## src/hdl/rlpd_pkg.sv

```systemverilog
// Shared types and codes for the recursive-length-prefix stream decoder.
// No dependencies; imported by rlpd_stack and rlp_stream_decoder_unit.
`default_nettype none
package rlpd_pkg;

    localparam int unsigned MaxDepthDef = 8;

    // Byte thresholds of the prefix ranges
    localparam logic [7:0] LongListBase = 8'hf7;
    localparam logic [7:0] LongListMin  = 8'hf8;
    localparam logic [7:0] ShortListMin = 8'hc0;
    localparam logic [7:0] LongStrMin   = 8'hb8;
    localparam logic [7:0] LongStrBase  = 8'hb7;
    localparam logic [7:0] ShortStrMin  = 8'h80;

    localparam logic [2:0] ROLE_LIST    = 3'd0;
    localparam logic [2:0] ROLE_STRING  = 3'd1;
    localparam logic [2:0] ROLE_LENGTH  = 3'd2;
    localparam logic [2:0] ROLE_PAYLOAD = 3'd3;
    localparam logic [2:0] ROLE_SINGLE  = 3'd4;
    localparam logic [2:0] ROLE_TRAIL   = 3'd5;

    localparam logic [2:0] ERR_NONE    = 3'd0;
    localparam logic [2:0] ERR_LENLEN  = 3'd1;
    localparam logic [2:0] ERR_TRUNC   = 3'd2;
    localparam logic [2:0] ERR_OVERRUN = 3'd3;
    localparam logic [2:0] ERR_DEEP    = 3'd4;

    typedef struct packed {
        logic [7:0] in_byte;
        logic       msg_last;
    } t_in_beat;

    typedef struct packed {
        logic [7:0]  byte_value;
        logic [2:0]  role;
        logic [3:0]  depth;
        logic [15:0] item_length;
        logic        header_done;
        logic [3:0]  items_closed;
        logic        top_done;
        logic [2:0]  error_code;
        logic        message_ok;
    } t_out_beat;

    typedef enum logic [2:0] {
        PH_PREFIX,
        PH_LENGTH,
        PH_PAYLOAD,
        PH_TRAILING,
        PH_HALTED
    } t_phase;

    typedef enum logic {
        FS_IDLE,
        FS_POP
    } t_fsm;

    typedef struct packed {
        logic wr_en;
        logic rd_en;
    } t_stk_ctl;

endpackage
`default_nettype wire

```

## src/hdl/rlp_stream_decoder_unit.sv

```systemverilog
// Recursive-length-prefix stream decoder, one byte per beat; uses rlpd_pkg, rlpd_stack.
// The result is registered; one byte per cycle while no list pop runs and i_stall does not hold the output.
// A byte that closes the innermost list holds the input while the stack is read for each
// further list it closes, and once more to reload the new innermost end when a
// list stays open.
// Reset: synchronous, active low; clears all control state, no clearing pass.
`default_nettype none
module rlp_stream_decoder_unit
    import rlpd_pkg::*;
#(
    parameter int unsigned MAX_DEPTH = MaxDepthDef
) (
    input  wire logic      i_clk,
    input  wire logic      i_rst_n,
    input  wire logic      i_valid,
    output logic           o_stall,
    input  wire t_in_beat  i_data,
    output logic           o_valid,
    input  wire logic      i_stall,
    output t_out_beat      o_data
);
    localparam int unsigned AddrW = (MAX_DEPTH > 1) ? $clog2(MAX_DEPTH) : 1;
    localparam int unsigned OpenW = $clog2(MAX_DEPTH + 1);
    localparam logic [OpenW-1:0] OpenMax = OpenW'(MAX_DEPTH);

    t_fsm             r_fsm, n_fsm;
    t_phase           r_phase, n_phase;
    logic [OpenW-1:0] r_open, n_open;
    logic [15:0]      r_top_end, n_top_end;
    logic [15:0]      r_pos, n_pos;
    logic [1:0]       r_lenleft, n_lenleft;
    logic [15:0]      r_accum, n_accum;
    logic [15:0]      r_strrem, n_strrem;
    logic             r_islist, n_islist;
    logic [2:0]       r_err, n_err;
    logic             r_last, n_last;
    t_out_beat        r_w, n_w;
    t_out_beat        r_out, n_out;
    logic             r_out_valid, n_out_valid;

    logic             in_acc;
    logic             go_pop;
    logic             pop_end;
    logic             done;
    t_stk_ctl         stk_ctl;
    logic [AddrW-1:0] stk_rd_addr;
    logic [15:0]      stk_wr_data;
    logic [15:0]      stk_rd_data;

    logic [7:0]       b;
    logic [15:0]      room;
    logic [3:0]       ll;
    logic             fh_do;
    logic             fh_list;
    logic [15:0]      fh_len;
    logic             id_do;
    logic             consume;

    assign o_stall = (r_fsm != FS_IDLE) || (r_out_valid && i_stall);
    assign in_acc  = i_valid && !o_stall;
    assign o_valid = r_out_valid;
    assign o_data  = r_out;

    rlpd_stack #(
        .MAX_DEPTH (MAX_DEPTH)
    ) u_stack (
        .i_clk     (i_clk),
        .i_ctl     (stk_ctl),
        .i_wr_addr (r_open[AddrW-1:0]),
        .i_wr_data (stk_wr_data),
        .i_rd_addr (stk_rd_addr),
        .o_rd_data (stk_rd_data)
    );

    // Next state of the sequencer
    always_comb begin
        n_fsm = r_fsm;
        case (r_fsm)
            FS_IDLE: begin
                if (go_pop) begin
                    n_fsm = FS_POP;
                end
            end
            FS_POP: begin
                if (pop_end) begin
                    n_fsm = FS_IDLE;
                end
            end
            default: n_fsm = FS_IDLE;
        endcase
    end

    // Decode datapath: classify the byte, update the stack, close items
    always_comb begin
        n_phase     = r_phase;
        n_open      = r_open;
        n_top_end   = r_top_end;
        n_pos       = r_pos;
        n_lenleft   = r_lenleft;
        n_accum     = r_accum;
        n_strrem    = r_strrem;
        n_islist    = r_islist;
        n_err       = r_err;
        n_last      = r_last;
        n_w         = r_w;
        n_out       = r_out;
        n_out_valid = r_out_valid && i_stall;
        go_pop      = 1'b0;
        pop_end     = 1'b0;
        done        = 1'b0;
        stk_ctl     = '0;
        stk_rd_addr = '0;
        stk_wr_data = '0;
        b           = i_data.in_byte;
        consume     = 1'b0;
        room        = '0;
        ll          = '0;
        fh_do       = 1'b0;
        fh_list     = 1'b0;
        fh_len      = '0;
        id_do       = 1'b0;

        case (r_fsm)
            FS_IDLE: begin
                if (in_acc) begin
                    n_last           = i_data.msg_last;
                    n_w              = '0;
                    n_w.byte_value   = b;
                    n_w.role         = ROLE_TRAIL;
                    n_w.depth        = 4'(r_open);
                    consume = (r_phase == PH_PREFIX) || (r_phase == PH_LENGTH)
                              || (r_phase == PH_PAYLOAD);
                    n_pos = r_pos + 16'(consume);
                    room  = r_top_end - n_pos;

                    case (r_phase)
                        PH_PREFIX: begin
                            if ((b >= LongListMin)
                                || ((b >= LongStrMin) && (b < ShortListMin))) begin
                                fh_list    = (b >= ShortListMin);
                                ll         = fh_list ? 4'(b - LongListBase) : 4'(b - LongStrBase);
                                n_w.role   = fh_list ? ROLE_LIST : ROLE_STRING;
                                if (ll > 4'd2) begin
                                    if (n_err == ERR_NONE) n_err = ERR_LENLEN;
                                    n_phase = PH_HALTED;
                                end else if ((r_open != '0) && (room < 16'(ll))) begin
                                    if (n_err == ERR_NONE) n_err = ERR_OVERRUN;
                                    n_phase = PH_HALTED;
                                end else begin
                                    n_lenleft = ll[1:0];
                                    n_accum   = '0;
                                    n_islist  = fh_list;
                                    n_phase   = PH_LENGTH;
                                end
                            end else if (b >= ShortListMin) begin
                                n_w.role = ROLE_LIST;
                                fh_do    = 1'b1;
                                fh_list  = 1'b1;
                                fh_len   = 16'(b - ShortListMin);
                            end else if (b >= ShortStrMin) begin
                                n_w.role = ROLE_STRING;
                                fh_do    = 1'b1;
                                fh_len   = 16'(b - ShortStrMin);
                            end else begin
                                n_w.role = ROLE_SINGLE;
                                id_do    = 1'b1;
                            end
                        end
                        PH_LENGTH: begin
                            n_w.role = ROLE_LENGTH;
                            n_accum  = {r_accum[7:0], b};
                            if (r_lenleft != 2'd0) n_lenleft = r_lenleft - 2'd1;
                            if (n_lenleft == 2'd0) begin
                                fh_do   = 1'b1;
                                fh_list = r_islist;
                                fh_len  = n_accum;
                            end
                        end
                        PH_PAYLOAD: begin
                            n_w.role = ROLE_PAYLOAD;
                            if (r_strrem != 16'd0) n_strrem = r_strrem - 16'd1;
                            if (n_strrem == 16'd0) id_do = 1'b1;
                        end
                        default: begin
                            n_w.depth = 4'd0;
                        end
                    endcase

                    // Finish a header: check room and depth, then close an empty item, open a list or start a string
                    if (fh_do) begin
                        n_w.header_done = 1'b1;
                        n_w.item_length = fh_len;
                        if ((r_open != '0) && (fh_len > room)) begin
                            if (n_err == ERR_NONE) n_err = ERR_OVERRUN;
                            n_phase = PH_HALTED;
                        end else if (fh_len == 16'd0) begin
                            id_do = 1'b1;
                        end else if (fh_list) begin
                            if (r_open >= OpenMax) begin
                                if (n_err == ERR_NONE) n_err = ERR_DEEP;
                                n_phase = PH_HALTED;
                            end else begin
                                stk_ctl.wr_en = 1'b1;
                                stk_wr_data   = n_pos + fh_len;
                                n_top_end     = n_pos + fh_len;
                                n_open        = r_open + 1'b1;
                                n_phase       = PH_PREFIX;
                            end
                        end else begin
                            n_strrem = fh_len;
                            n_phase  = PH_PAYLOAD;
                        end
                    end

                    // Close the item, and the innermost list if it is used up
                    if (id_do) begin
                        n_w.items_closed = 4'd1;
                        n_phase          = PH_PREFIX;
                        if ((r_open != '0) && (room == 16'd0)) begin
                            n_open           = r_open - 1'b1;
                            n_w.items_closed = 4'd2;
                            if (n_open != '0) begin
                                go_pop        = 1'b1;
                                stk_ctl.rd_en = 1'b1;
                                stk_rd_addr   = AddrW'(n_open - 1'b1);
                            end
                        end
                        if (n_open == '0) begin
                            n_w.top_done = 1'b1;
                            n_phase      = PH_TRAILING;
                        end
                    end
                    done = !go_pop;
                end
            end
            FS_POP: begin
                // Walk outward while enclosing lists end at this byte
                if (stk_rd_data == r_pos) begin
                    n_open           = r_open - 1'b1;
                    n_w.items_closed = r_w.items_closed + 4'd1;
                    if (n_open != '0) begin
                        stk_ctl.rd_en = 1'b1;
                        stk_rd_addr   = AddrW'(n_open - 1'b1);
                    end else begin
                        n_w.top_done = 1'b1;
                        n_phase      = PH_TRAILING;
                        pop_end      = 1'b1;
                    end
                end else begin
                    n_top_end = stk_rd_data;
                    pop_end   = 1'b1;
                end
                done = pop_end;
            end
            default: begin
                done = 1'b0;
            end
        endcase

        // Emit the beat; at message end check truncation and reset state
        if (done) begin
            n_out            = n_w;
            n_out.message_ok = 1'b0;
            if (n_last) begin
                if ((n_err == ERR_NONE) && (n_phase != PH_TRAILING)) begin
                    n_err = ERR_TRUNC;
                end
                n_out.message_ok = (n_err == ERR_NONE);
            end
            n_out.error_code = n_err;
            n_out_valid      = 1'b1;
            if (n_last) begin
                n_phase   = PH_PREFIX;
                n_open    = '0;
                n_lenleft = '0;
                n_accum   = '0;
                n_strrem  = '0;
                n_islist  = 1'b0;
                n_err     = ERR_NONE;
            end
        end
    end

    // State registers
    always_ff @(posedge i_clk) begin
        if (!i_rst_n) begin
            r_fsm       <= FS_IDLE;
            r_phase     <= PH_PREFIX;
            r_open      <= '0;
            r_pos       <= '0;
            r_lenleft   <= '0;
            r_accum     <= '0;
            r_strrem    <= '0;
            r_islist    <= 1'b0;
            r_err       <= ERR_NONE;
            r_last      <= 1'b0;
            r_out_valid <= 1'b0;
        end else begin
            r_fsm       <= n_fsm;
            r_phase     <= n_phase;
            r_open      <= n_open;
            r_pos       <= n_pos;
            r_lenleft   <= n_lenleft;
            r_accum     <= n_accum;
            r_strrem    <= n_strrem;
            r_islist    <= n_islist;
            r_err       <= n_err;
            r_last      <= n_last;
            r_out_valid <= n_out_valid;
        end
    end

    // Payload registers
    always_ff @(posedge i_clk) begin
        r_top_end <= n_top_end;
        r_w       <= n_w;
        r_out     <= n_out;
    end
endmodule
`default_nettype wire

```

## src/hdl/rlpd_stack.sv

```systemverilog
// Stack of list end positions, one entry per open list.
// Depends on rlpd_pkg for the port control struct.
`default_nettype none
module rlpd_stack
    import rlpd_pkg::*;
#(
    parameter  int unsigned MAX_DEPTH = MaxDepthDef,
    localparam int unsigned AddrW     = (MAX_DEPTH > 1) ? $clog2(MAX_DEPTH) : 1
) (
    input  wire logic                   i_clk,
    input  wire t_stk_ctl               i_ctl,
    input  wire logic [AddrW-1:0]       i_wr_addr,
    input  wire logic [15:0]            i_wr_data,
    input  wire logic [AddrW-1:0]       i_rd_addr,
    output logic [15:0]                 o_rd_data
);
    logic [15:0] r_mem [MAX_DEPTH];
    logic [15:0] r_rd_data;

    // Write one entry, read one entry with a registered result
    always_ff @(posedge i_clk) begin
        if (i_ctl.wr_en) begin
            r_mem[i_wr_addr] <= i_wr_data;
        end
        if (i_ctl.rd_en) begin
            r_rd_data <= r_mem[i_rd_addr];
        end
    end

    assign o_rd_data = r_rd_data;
endmodule
`default_nettype wire
```

## config.mk

```make
export PLATFORM = sky130hd
export DESIGN_NAME = rlp_stream_decoder_unit
export DESIGN_NICKNAME = d
export VERILOG_FILES = /design/src/hdl/rlpd_pkg.sv /design/src/hdl/rlp_stream_decoder_unit.sv /design/src/hdl/rlpd_stack.sv
export SDC_FILE = /design/constraint.sdc
export NUM_CORES = 1
export LEC_CHECK = 0
export BUFFER_PORTS_ARGS = -buffer_cell sky130_fd_sc_hd__buf_4
export CAP_MARGIN = 20
export CORE_AREA = 4 4 223 225
export CTS_CLUSTER_SIZE = 10
export DETAILED_ROUTE_END_ITERATION = 8
export DIE_AREA = 0 0 227 229
export GPL_ROUTABILITY_DRIVEN = 0
export MAX_ROUTING_LAYER = met4
export PLACE_DENSITY = 0.49
export SKIP_CTS_REPAIR_TIMING = 1
export SLEW_MARGIN = 10
export SYNTH_ARGS = -nofsm -noshare
export SYNTH_HDL_FRONTEND = slang
export SYNTH_HIERARCHICAL = 1
export SYNTH_SLANG_ARGS = --single-unit
```

## constraint.sdc

```tcl
create_clock -name i_clk -period 9.17 [get_ports i_clk]
set_clock_uncertainty 0.05 [all_clocks]
set_input_delay 0.4585 -clock i_clk [delete_from_list [all_inputs] [get_ports i_clk]]
set_output_delay 0.4585 -clock i_clk [all_outputs]
set_load 0.03 [all_outputs]
```

## Word level (Yosys, flattened, before mapping)

Memories as Yosys holds them, arrays and structs flattened. A register that Yosys moved wholly into a read port is not among the register bits.
Cells that the tools add are included.

| storage, ports and cells | value |
|---|---|
| memories kept | 1 |
| RAM bits | 128 |
| input bits | 13 |
| bits in read-only memories | 0 |
| register bits after elaboration | 158 |
| latch bits | 0 |
| logic and storage cells | 285 |

| operators by class | value |
|---|---|
| $add $sub $neg | 13 |
| bitwise logic cells | 1 |
| order comparisons | 9 |
| divide/modulo/power cells | 0 |
| equality and inequality tests | 11 |
| reduce and logical (&&, ||, !) cells | 30 |
| multiplexer cells | 192 |
| shifts and indexed selects | 0 |
| multiply operators | 0 |

Memories:

| memory | depth | bits a word | read ports | clocked after memory_dff | write ports | line | source |
|---|---|---|---|---|---|---|---|
| u_stack.r_mem | 8 | 16 | 1 | 1 | 1 | rlpd_stack.sv:17 | `logic [15:0] r_mem [MAX_DEPTH];` |

Operator list:

| cell | number |
|---|---|
| 16-bit 2-to-1 mux | 40 |
| 3-bit 2-to-1 mux | 47 |
| 16-bit case mux with 2 select lines | 3 |
| 4-bit 2-to-1 mux | 16 |
| 1-bit 2-to-1 mux | 56 |
| 16-bit zero test | 3 |
| 41-bit 2-to-1 mux | 1 |
| 8-bit >= comparator, second input constant | 4 |
| 32-bit 2-to-1 mux | 1 |
| 2-bit 2-to-1 mux | 14 |
| 8-bit by 8-bit subtractor with 9-bit output, second input constant | 2 |
| 17-bit 2-to-1 mux | 1 |
| 16-bit by 1-bit adder with 16-bit output | 1 |
| 16-bit adder | 1 |
| 16-bit == test | 1 |
| 16-bit > comparator | 1 |
| 16-bit by 4-bit less-than comparator with 1-bit output | 1 |
| 16-bit nonzero test | 1 |
| 16-bit by 1-bit subtractor with 16-bit output, second input constant | 1 |
| 16-bit subtractor | 1 |
| 3-bit zero test | 5 |
| 2-bit != test, second input constant | 7 |
| 1-bit case mux with 2 select lines | 6 |
| 3-bit case mux with 2 select lines | 2 |
| other kinds (27) | 40 |

## Longest topological paths before layout

| logic depth | value |
|---|---|
| word-level depth | 33 |
| gate-level depth with buffers | 34 |

## Cells and area by module

Netlist, hierarchy kept.

Modules (own cells, without submodules):

| module | times used | area each (um^2) | seq. area each (um^2) | cells each |
|---|---|---|---|---|
| rlp_stream_decoder_unit | 1 | 10102.2 | 3573.4 | 1177 |
| rlpd_stack | 1 | 5454.0 | 4324.1 | 214 |

## Least setup slack after synthesis

No wires, ideal clock.

| timing | value |
|---|---|
| path type | flip-flop to flip-flop |
| start | register r_phase[0] |
| end | register u_stack.r_rd_data[1] (netlist: u_stack/o_rd_data[1]) (read register of u_stack.r_mem) (data pin) |
| path slack | 0.905 ns |
| required time | 8.860 ns |
| period minus slack after synthesis | 8.265 ns |
| arrival | 7.955 ns |
| stages on the path, launching flop included | 35 |
| cells stage by stage | dfxtp_1 clkbuf_1 a21oi_1 ha_1 and3_4 buf_6 and3_1 xor2_1 inv_1 ha_1 nor2_1 or4_1 nand3_1 a32oi_1 o221ai_4 and2_1 a311oi_4 inv_1 ha_1 and3_1 nand3_1 nor4_1 o21ai_0 o211ai_1 o21a_1 o31ai_2 o21ai_1 and2_1 nand4_1 a21boi_1 and2_1 buf_6 buf_6 mux4_1 mux2_2 |

| on the way | value |
|---|---|
| longest elaborated chain between the ends | 14 |
| elaborated cells between the ends (all ways) | 32 |

RTL lines:

| what | line | source |
|---|---|---|
| from (decl) | rlp_stream_decoder_unit.sv:27 | `t_phase r_phase, n_phase;` |
| from (signal assigned) | rlp_stream_decoder_unit.sv:300 | `r_phase <= n_phase;` |
| 3-bit by 1-bit == test with 1-bit output / 3-bit zero test (equally long branches) | rlp_stream_decoder_unit.sv:131, rlp_stream_decoder_unit.sv:136 |  |
| 1-bit logical OR | rlp_stream_decoder_unit.sv:131 | `consume = (r_phase == PH_PREFIX) \|\| (r_phase == PH_LENGTH)` |
| 1-bit logical OR | rlp_stream_decoder_unit.sv:132 | `\|\| (r_phase == PH_PAYLOAD);` |
| 16-bit by 1-bit adder with 16-bit output | rlp_stream_decoder_unit.sv:133 | `n_pos = r_pos + 16'(consume);` |
| 16-bit subtractor | rlp_stream_decoder_unit.sv:134 | `room = r_top_end - n_pos;` |
| 16-bit > comparator | rlp_stream_decoder_unit.sv:193 | `if ((r_open != '0) && (fh_len > room)) begin` |
| 1-bit logical AND | rlp_stream_decoder_unit.sv:193 |  |
| 1-bit 2-to-1 mux | rlp_stream_decoder_unit.sv:193 |  |
| 1-bit 2-to-1 mux | rlp_stream_decoder_unit.sv:190 | `if (fh_do) begin` |
| 1-bit 2-to-1 mux | rlp_stream_decoder_unit.sv:125 | `if (in_acc) begin` |
| 1-bit 2-to-1 mux | rlp_stream_decoder_unit.sv:123 | `case (r_fsm)` |
| 3-bit 2-to-1 mux (*) | rlp_stream_decoder_unit.sv:216 | `if (id_do) begin` |
| 3-bit 2-to-1 mux (*) | rlp_stream_decoder_unit.sv:125 |  |
| 3-bit case mux with 2 select lines (*) | rlp_stream_decoder_unit.sv:123 |  |
| net stk_rd_addr[0] | rlp_stream_decoder_unit.sv:46 | `logic [AddrW-1:0] stk_rd_addr;` |
| to (decl) | rlpd_stack.sv:18 | `logic [15:0] r_rd_data;` |

The timed path passes the listed nets; every way through them passes the cells marked *. The select of a mux whose other input is x is not followed.
A chain may end at the register's enable or synchronous reset.

## Final worst setup path

| timing | value |
|---|---|
| start | register r_phase[0] |
| end | register u_stack.r_rd_data[9] (netlist: u_stack/o_rd_data[9]) (read register of u_stack.r_mem) (data pin) |

Same word-level chain as after synthesis.

==> flow_summary.yaml <==
synth:
  synth_seq_cells: 294
  syn-mean-instance-area_um2: 11.18
  async_flop_share_pct: 0
  synth_edf_count: 201
  synth_fp_nets: 1461
  synth_cells: 1391
  synth_ff_type: "edfxtp_1"
  ys_warn_count: 6
  ys_seq_area_share_pct: 50.77
  synth.top_cells.by_count: "201 x edfxtp_1, 142 x nand2_1, 105 x nor2_1"
  synth_top_area_share_pct: 38.80
  synth_area_leader_cell: "edfxtp_1"
  synthTopCellsByArea: "edfxtp_1 39%, dfxtp_1 12%, mux4_1 4.7%, ha_1 4.4%, nand2_1 3.4%"
  syn_area_mm2: 0.01556
  ys_types: 103
  synth_most_common_cell: "edfxtp_1"
route:
  postRouteAntennaNets: 0
  routed_wl_mm: 43.51
  drt_iter0_drc: 905
  avgRoutedWirePerCell_um: 20.82
  vias: 11060
  drc: 0
  drtPass1Iterations: 5
  via_per_inst: 5.289
timing:
  period_needed_ns: 8.490
  hold_violations: 0
  post-route-period-util_pct: 92.59
  rsz0062_at_grt: "false"
  setup_viol: 0
  tns_ns: 0
  worst_slew_pin_slew_ns: 1.119
  timing.fmax_mhz: 117.8
  relSlewSlack_pct: 24.61
  drv_slew: 0
  hold_ws_ns: 0.1483
  fin_ws_ns: 0.6798
critical_path:
  cp_max_fo: 20
  worstSetupStartpoint: "r_phase[0]"
  endpoint_kind: "flip-flop"
  slowest_stage: "mux4_1"
  max_stage_delay_ns: 0.56
  reg2reg_depth: 33
  critPathCapture: "u_stack/o_rd_data[9]"
  crit_type: "flip-flop to flip-flop"
  r2r_slack_ns: 0.68
  cp-start-kind: "flip-flop"
  crit_required_ns: 9.43
  r2r_end: "u_stack/o_rd_data[9]"
  cpMostUsedCell: "ha_1"
  critPathArrivalTime_ns: 8.75
  reg2reg_from: "r_phase[0]"
power:
  pwr-share-clk_pct: 38.8
  p_per_area_mw_per_mm2: 195.5
  p_leak_nw: 6.523
  switching_share_pct: 29.04
  irDropWorstVdd_uv: 164.4
  seq_power_share_pct: 43.8
  switching_power_mw: 1.010
  p_int_mw: 2.468
  p_comb_share_pct: 17.5
layout:
  area_delta_synth_final_pct: 14.36
  nNetsFinal: 1517
  n_fill_cell: 4617
  final_util_pct: 37.42
  antenna_cells: 0
  fin_cells: 2090
  drive_gt1_share_pct: 14.24
die:
  die-area_mm2: 0.05198
  die_height_um: 229
  num_rows: 80
  start_util_pct: 32.72
  core_area_mm2: 0.04755
  io_pins: 56
  fp.dieW_um: 227
placed_design:
  pre_cts_ws_ns: 0.4522
  port_buffers: 55
  dp_cells: 2023
  dp_hpwl_mm: 31.12
cts:
  h-tree-depth: 2
  clkTransAtPathRegs_ns: 0.05
  clk_path_buf_depth: 3
  insertion_delay_ns: 0.56
  numCtsBuffers: 37
  cts.sinks: 294
  cts_tree: "built"
  root_buffer: "clkbuf_16"
global_routing:
  gr-total-overflow: 0
  grt_usage_pct: 17.03
  antenna_found_initial: 1
  grt_pass1_vias: 11070
  grt_max_degree: 69
  grt_first_pass_wirelength_mm: 66.59
min_path:
  min_path_type: "input port to flip-flop"
job:
  maxCapViolations: 0
outcome:
  status: "finished, final reports clean"
==> worst max-delay path, delay by kind of cell (launching register included) <==
kind / cells / cell delay (ns)
and+or+nand+nor: 12 / 2.51
AOI/OAI and AO/OA: 10 / 2.50
buffers and inverters: 5 / 0.78
DFF: 1 / 0.46
xor gates and xnor gates: 1 / 0.21
muxes: 2 / 0.84
adders and majority gates: 3 / 0.87
==> stage by stage <==
step	instance area, um^2	power, mW
final	17790	3.478
after global routing	17790	3.645
after global placement	16650	2.144
after CTS	17780	3.521
after floorplan	15560	1.950
after detailed placement	16650	2.149
==> cell type report <==
type,instances,area [um^2],area share (%)
multi-input combinational,956,7086,39.83
inverter,75,281.5,1.582
clock inverter,8,92.59,0.5204
clock buffer,59,1028,5.781
tap,615,769.5,4.325
timing repair buffer,83,635.6,3.573
sequential,294,7898,44.39
==> worst min path at each step <==
stage | start | endpoint | slack (ns) | cells after the start
floorplan | r_w[26] | r_w[26] | 0.36 | 2
global placement | r_w[28] | r_w[28] | 0.37 | 2
detailed placement | r_w[26] | r_w[26] | 0.37 | 2
CTS | i_stall | o_valid | 0.13 | 3
global route | i_stall | o_valid | 0.16 | 3
finish | i_data[5] | r_w[37] | 0.15 | 3
==> routing by layer <==
layer | vias up | track usage [%] | share of wire (%)
li1 | 5273 | - | -
met1 | 5487 | 22.51 | 46
met2 | 230 | 27.41 | 48
met3 | 65 | 2.804 | 4.2
met4 | 0 | 4.425 | 2.1
met5 | - | - | 0
==> cells in the final DEF, fill, tap and decap left out, types with 20 or more instances in the layout <==
cell type  netlist  final
o21ai_0         78     77
nor2_1         105    105
buf_4            6     82
mux4_1          28     28
clkbuf_1        37     20
mux2_2          20     20
nor3_1          33     31
inv_1           74     73
xnor2_1         55     55
dfxtp_1         93     93
nand2_1        142    141
nand3_1         30     30
edfxtp_1       201    201
clkbuf_16        0     37
ha_1            55     55
a21oi_1         59     58
xor2_1          21     21
and2_1          26     24
==> logic make-up (layout without fill, tap and decap cells) <==
kind of cell / after synthesis / count (layout) / synth area share (%)
multiplexers: 66 / 66 / 7.689
AO/OA/AOI/OAI: 290 / 290 / 12.63
XOR/XNOR: 80 / 80 / 4.850
flip-flops: 294 / 294 / 50.77
AND/OR/NAND/NOR: 460 / 460 / 15.23
adder cells (fa/ha/maj): 60 / 60 / 4.882
buffers and inverters: 141 / 225 / 3.949
==> state kept, by name (all words and copies together) (netlist names) <==
name,cells
r_phase,3
r_open,4
r_pos,16
r_lenleft,2
r_fsm,1
u_stack/r_mem,128
r_w,37
r_last,1
o_valid,1
r_err,3
r_islist,1
o_data,41
r_accum,8
r_strrem,16
u_stack/o_rd_data,16
r_top_end,16
==> power groups by stage <==
stage / logic (mW) / clock network [mW] / registers [mW]
floorplan: 0.386 / 0 / 1.56
global placement: 0.597 / 0 / 1.55
detailed placement: 0.601 / 0 / 1.55
CTS: 0.604 / 1.40 / 1.52
global route: 0.668 / 1.45 / 1.53
finish: 0.607 / 1.35 / 1.52
Power figures use the tool's default switching activity.
